**src/hdl/qvr_pkg.sv**
```systemverilog
// Shared constants, types and register codes for the quaternion vector rotator.
`timescale 1ns / 1ps
package qvr_pkg;

	localparam int COORD_W   = 32;
	localparam int QUAT_W    = 16;
	localparam int TOL_W     = 10;
	localparam int CFG_IDX_W = 3;
	localparam int CFG_DATA_W = QUAT_W;
	// Rotation matrix coefficient, product and sum widths
	localparam int COEF_W = 2 * QUAT_W + 2;
	localparam int PROD_W = COEF_W + COORD_W;
	localparam int SUM_W  = PROD_W + 2;
	// Squared norm of the quaternion
	localparam int NORM_W = 2 * QUAT_W + 1;
	localparam int QDEPTH = 4;
	localparam int QPTR_W = $clog2(QDEPTH);
	localparam int DIV_STEPS = COORD_W;

	typedef logic signed [COORD_W-1:0] coord_t;
	typedef logic signed [QUAT_W-1:0]  quat_t;

	localparam quat_t QUAT_ONE = quat_t'(1) <<< (QUAT_W - 2);
	localparam logic [TOL_W-1:0] TOL_RESET = TOL_W'(16);

	typedef enum logic [CFG_IDX_W-1:0] {
		REG_QUAT_W = 3'd0,
		REG_QUAT_X = 3'd1,
		REG_QUAT_Y = 3'd2,
		REG_QUAT_Z = 3'd3,
		REG_TOL    = 3'd4
	} qvr_reg_t;

	typedef struct packed {
		quat_t            w;
		quat_t            x;
		quat_t            y;
		quat_t            z;
		logic [TOL_W-1:0] tol;
	} qvr_cfg_t;

	// Item data carried alongside the arithmetic
	typedef struct packed {
		logic                   pass;
		logic                   degen;
		logic [NORM_W-1:0]      norm;
		logic [2:0][COORD_W-1:0] vec;
	} qvr_side_t;

	typedef struct packed {
		qvr_side_t                     side;
		logic [2:0][2:0][COEF_W-1:0]   coef;
	} qvr_entry_t;

endpackage

```
**src/hdl/qvr_queue.sv**
```systemverilog
// Short queue between the front end and the arithmetic back end.
`timescale 1ns / 1ps
module qvr_queue import qvr_pkg::*; (
	input  logic       clk,
	input  logic       arst_n,
	input  logic       push,
	input  qvr_entry_t push_data,
	output logic       full,
	input  logic       pop,
	output logic       empty,
	output qvr_entry_t head
);

	qvr_entry_t        mem_q [QDEPTH];
	logic [QPTR_W-1:0] wr_q, rd_q;
	logic [QPTR_W:0]   cnt_q;
	logic              push_fire, pop_fire;

	assign full      = cnt_q == (QPTR_W+1)'(QDEPTH);
	assign empty     = cnt_q == '0;
	assign push_fire = push && !full;
	assign pop_fire  = pop && !empty;
	assign head      = mem_q[rd_q];

	always_ff @(posedge clk or negedge arst_n) begin
		if (!arst_n) begin
			wr_q  <= '0;
			rd_q  <= '0;
			cnt_q <= '0;
		end else begin
			if (push_fire)
				wr_q <= wr_q + 1'b1;
			if (pop_fire)
				rd_q <= rd_q + 1'b1;
			if (push_fire && !pop_fire)
				cnt_q <= cnt_q + 1'b1;
			else if (pop_fire && !push_fire)
				cnt_q <= cnt_q - 1'b1;
		end
	end

	always_ff @(posedge clk) begin
		if (push_fire)
			mem_q[wr_q] <= push_data;
	end

endmodule

```
**config.mk**
```make
export PLATFORM = sky130hd
export DESIGN_NAME = qvr_queue
export DESIGN_NICKNAME = d
export VERILOG_FILES = /design/src/hdl/qvr_pkg.sv /design/src/hdl/qvr_queue.sv
export SDC_FILE = /design/constraint.sdc
export NUM_CORES = 1
export LEC_CHECK = 0
export BUFFER_PORTS_ARGS = -buffer_cell sky130_fd_sc_hd__buf_4
export CELL_PAD_IN_SITES_DETAIL_PLACEMENT = 1
export CELL_PAD_IN_SITES_GLOBAL_PLACEMENT = 2
export CORE_ASPECT_RATIO = 0.75
export CORE_MARGIN = 8
export CORE_UTILIZATION = 45
export CTS_CLUSTER_DIAMETER = 40
export DETAILED_ROUTE_END_ITERATION = 10
export PLACE_DENSITY = 0.84
export SLEW_MARGIN = 40
export SYNTH_ARGS = -nofsm -noshare
export SYNTH_HDL_FRONTEND = slang
export SYNTH_SLANG_ARGS = --single-unit
```
**constraint.sdc**
```tcl
create_clock -name clk -period 14.22 [get_ports clk]
set_input_delay 1.422 -clock clk [delete_from_list [all_inputs] [get_ports clk]]
set_output_delay 1.422 -clock clk [all_outputs]
set_load 0.01 [all_outputs]
```
==> impl_metrics.yaml <==
power_and_ir_drop:
  leakagePower_nw: 26.4
  switchingPower_mw: 5.14
  p_per_area_mw_per_mm2: 218
  ir_drop_mv: 0.176
  internal-power_mw: 12.0
  switching_share: 0.300
  clkPwrFrac: 0.267
  pwr-share-comb: 0.316
  power_frac_seq: 0.416
global_route:
  antenna_found_initial: 42
  grtUsageMet3: 0.0682
  grt.overflow.total: 0
  grt_first_pass_wirelength_mm: 231
  grtUsageTotal: 0.205
  met2_usage: 0.347
  top_usage_layer: "met2"
  grt_max_degree: 139
  met1_usage: 0.243
  grt_pass1_vias: 31900
run:
  maxCapViolations: 0
drt:
  ant_nets: 0
  dr.pass1.iters: 5
  wirelength_mm: 162
  vias_per_cell: 5.47
  drt_iter0_markers: 2139
  routedWlPerCell_um: 30.1
  drcViolationCount: 0
  vias: 29400
clock_network:
  postCtsHoldBufs: 0
  h-tree-depth: 4
  root_buffer: "clkbuf_16"
  clock_sinks: 1755
  clkLatencyLatePin_ns: 0.79
  cts_resized: 0
  path_clk_slew_ns: 0.06
  clockBufferDepth: 3
  cts_buffers: 177
  cts_tree: "built"
  post_cts_buffers: 0
yosys:
  synth.distinct_cells: 20
  yosysWarnings: 0
  synth-seq-cells: 1755
  synth_xor_area_frac: 0.000827
  yosys.area_share.adder: 0.00130
  syn_area_per_cell_um2: 27.4
  synth_top_family_by_area: "multiplexers"
  synth_mux_area_frac: 0.155
  synth_cells: 2319
  seq_area_frac_synth: 0.829
  synth-simple-area-share: 0.000906
  syn_nets: 2766
  syn_area_mm2: 0.0635
  synth_compound_area_frac: 0
sta:
  finalCritPeriodShare: 0.417
  tightestPinTransition_ns: 0.835
  drv_slew: 0
  skew_ns: 0.0216
  hold_violations: 0
  finalSetupViolations: 0
  timing.slew.headroom: 0.443
  rsz0062_at_grt: "no"
  tns_ns: 0
  period_needed_ns: 5.94
  fmax_ghz: 0.168
  hold_slack_ns: 0.436
worst_setup_path:
  cp-end-kind: "output pin"
  cpMostUsedCell: "buf_6"
  worstPathRequired_ns: 12.80
  worstPathMaxFanout: 51
  slowest_stage: "dfrtp_4"
  cp-start-kind: "flip-flop"
  crit_type: "flip-flop to output pin"
  cp.arrival_ns: 4.51
  max_stage_delay_ns: 0.67
  crit_chain: "buf_6 > buf_12 > buf_16 > buf_6 > mux4_2 > buf_4"
die:
  die_w_um: 450
  coreArea_mm2: 0.140
  io_pins: 880
  die_area_mm2: 0.154
  num_rows: 119
  initial_core_util: 0.453
  die_h_um: 341
layout:
  syn2layout_area_growth_pct: 23.3
  final_layout_size_suffix_gt1_frac: 0.471
  nNetsFinal: 3771
place:
  place_hpwl_mm: 110
  routabilityCongestion: 0.809
  portBuffers: 879
status:
  status: "finished, final reports clean"
hold_path:
  min_path_type: "input port to async pin"
## cells in the mapped netlist (all sizes together)
| cell | number | area (um2) |
|---|---|---|
| edfxtp | 1748 | 52500 |
| mux4 | 437 | 9840 |
| buf | 95 | 774 |
| dfrtp | 7 | 175 |
| ha | 5 | 62.6 |
| and2 | 4 | 25.0 |
| clkbuf | 4 | 15.0 |
| inv | 4 | 15.0 |
| xnor2 | 4 | 35.0 |
| mux2 | 2 | 22.5 |
| xor2 | 2 | 17.5 |
| fa | 1 | 20.0 |
| nand2 | 1 | 3.75 |
| nand3 | 1 | 5.00 |
| nor2 | 1 | 3.75 |
| nor2b | 1 | 6.26 |
| nor3b | 1 | 7.51 |
| or3 | 1 | 6.26 |
## kinds of logic (layout without fill, tap and decap cells)
group,Yosys count,after routing
DFF,1755,1755
muxes,439,439
buffers and inverters,103,1253
and+or+nand+nor,10,10
adders and majority gates,6,6
xor gates and xnor gates,6,6
other,0,37
## area by class of cell
type | count | area [um2]
Antenna cell | 37 | 92.6
Clock buffer | 210 | 4640
Clock inverter | 114 | 1090
Fill cell | 11900 | 61900
Inverter | 4 | 15.0
Multi-Input combinational cell | 461 | 10100
Sequential cell | 1755 | 52700
Tap cell | 1875 | 2350
Timing Repair Buffer | 925 | 7390
## path summary, 6_finish.rpt
check | start | endpoint | slack [ns] | depth (start not counted)
setup / recovery | rd_q[0]$_DFFE_PN0P_ | head[381] | 8.28 | 6
hold / removal | arst_n | cnt_q[2]$_DFFE_PN0P_ | 0.44 | 1
setup reg to reg | cnt_q[2]$_DFFE_PN0P_ | mem_q[1][175]$_DFFE_PP_ | 10.25 | 7
hold reg to reg | cnt_q[2]$_DFFE_PN0P_ | cnt_q[2]$_DFFE_PN0P_ | 0.51 | 1
max in group asynchronous | arst_n | rd_q[1]$_DFFE_PN0P_ | 13.64 | 1
min in group clk | cnt_q[2]$_DFFE_PN0P_ | cnt_q[2]$_DFFE_PN0P_ | 0.51 | 1
## layout by cell type, fill, tap and decap left out, types with 5 or more instances in the layout
master	count
bufinv_16	14
clkbuf_1	29
ha_1	5
clkinv_2	31
inv_6	10
buf_12	16
clkinv_4	8
buf_16	10
diode_2	37
buf_4	886
edfxtp_1	1748
mux4_2	437
clkinvlp_4	9
clkinv_1	30
inv_8	5
buf_6	13
dfrtp_1	5
clkbuf_16	181
## per-stage QoR
stage	util	cells	total power [mW]	area (um2)	setup slack [ns]
floorplan	-	2319	10.6	63500	1.79
global placement	0.514	5004	12.5	72100	8.40
detailed placement	0.516	5018	12.7	72400	8.97
CTS	0.557	5342	17.4	78200	8.08
global route	0.558	5369	17.7	78300	7.86
finish	0.558	5381	17.1	78300	8.28
## worst max-delay path: cells and delay by family, from the launching register on
family	cells	cell delay [ns]
flops	1	0.67
buf+inv	5	2.13
mux	1	0.62
## state kept, by name, indices dropped and copies added (netlist names)
name,count
cnt_q,3
mem_q,1748
wr_q,2
rd_q,2
## power groups by stage
stage          Combinational (mW)  Sequential, mW  Clock (mW)
5_1_grt                      5.71            7.19        4.84
4_1_cts                      5.54            7.14        4.68
3_5_place_dp                 5.52            7.23           0
3_3_place_gp                 5.35            7.19           0
2_1_floorplan                3.03            7.59           0
6_report                     5.41            7.12        4.57
## layer usage
layer / wire length [um] / share of wire
met5: 132 / 0.00081
met4: 5790 / 0.036
met3: 13400 / 0.083
met2: 84000 / 0.52
met1: 58900 / 0.36
Power figures use the tool's default switching activity.
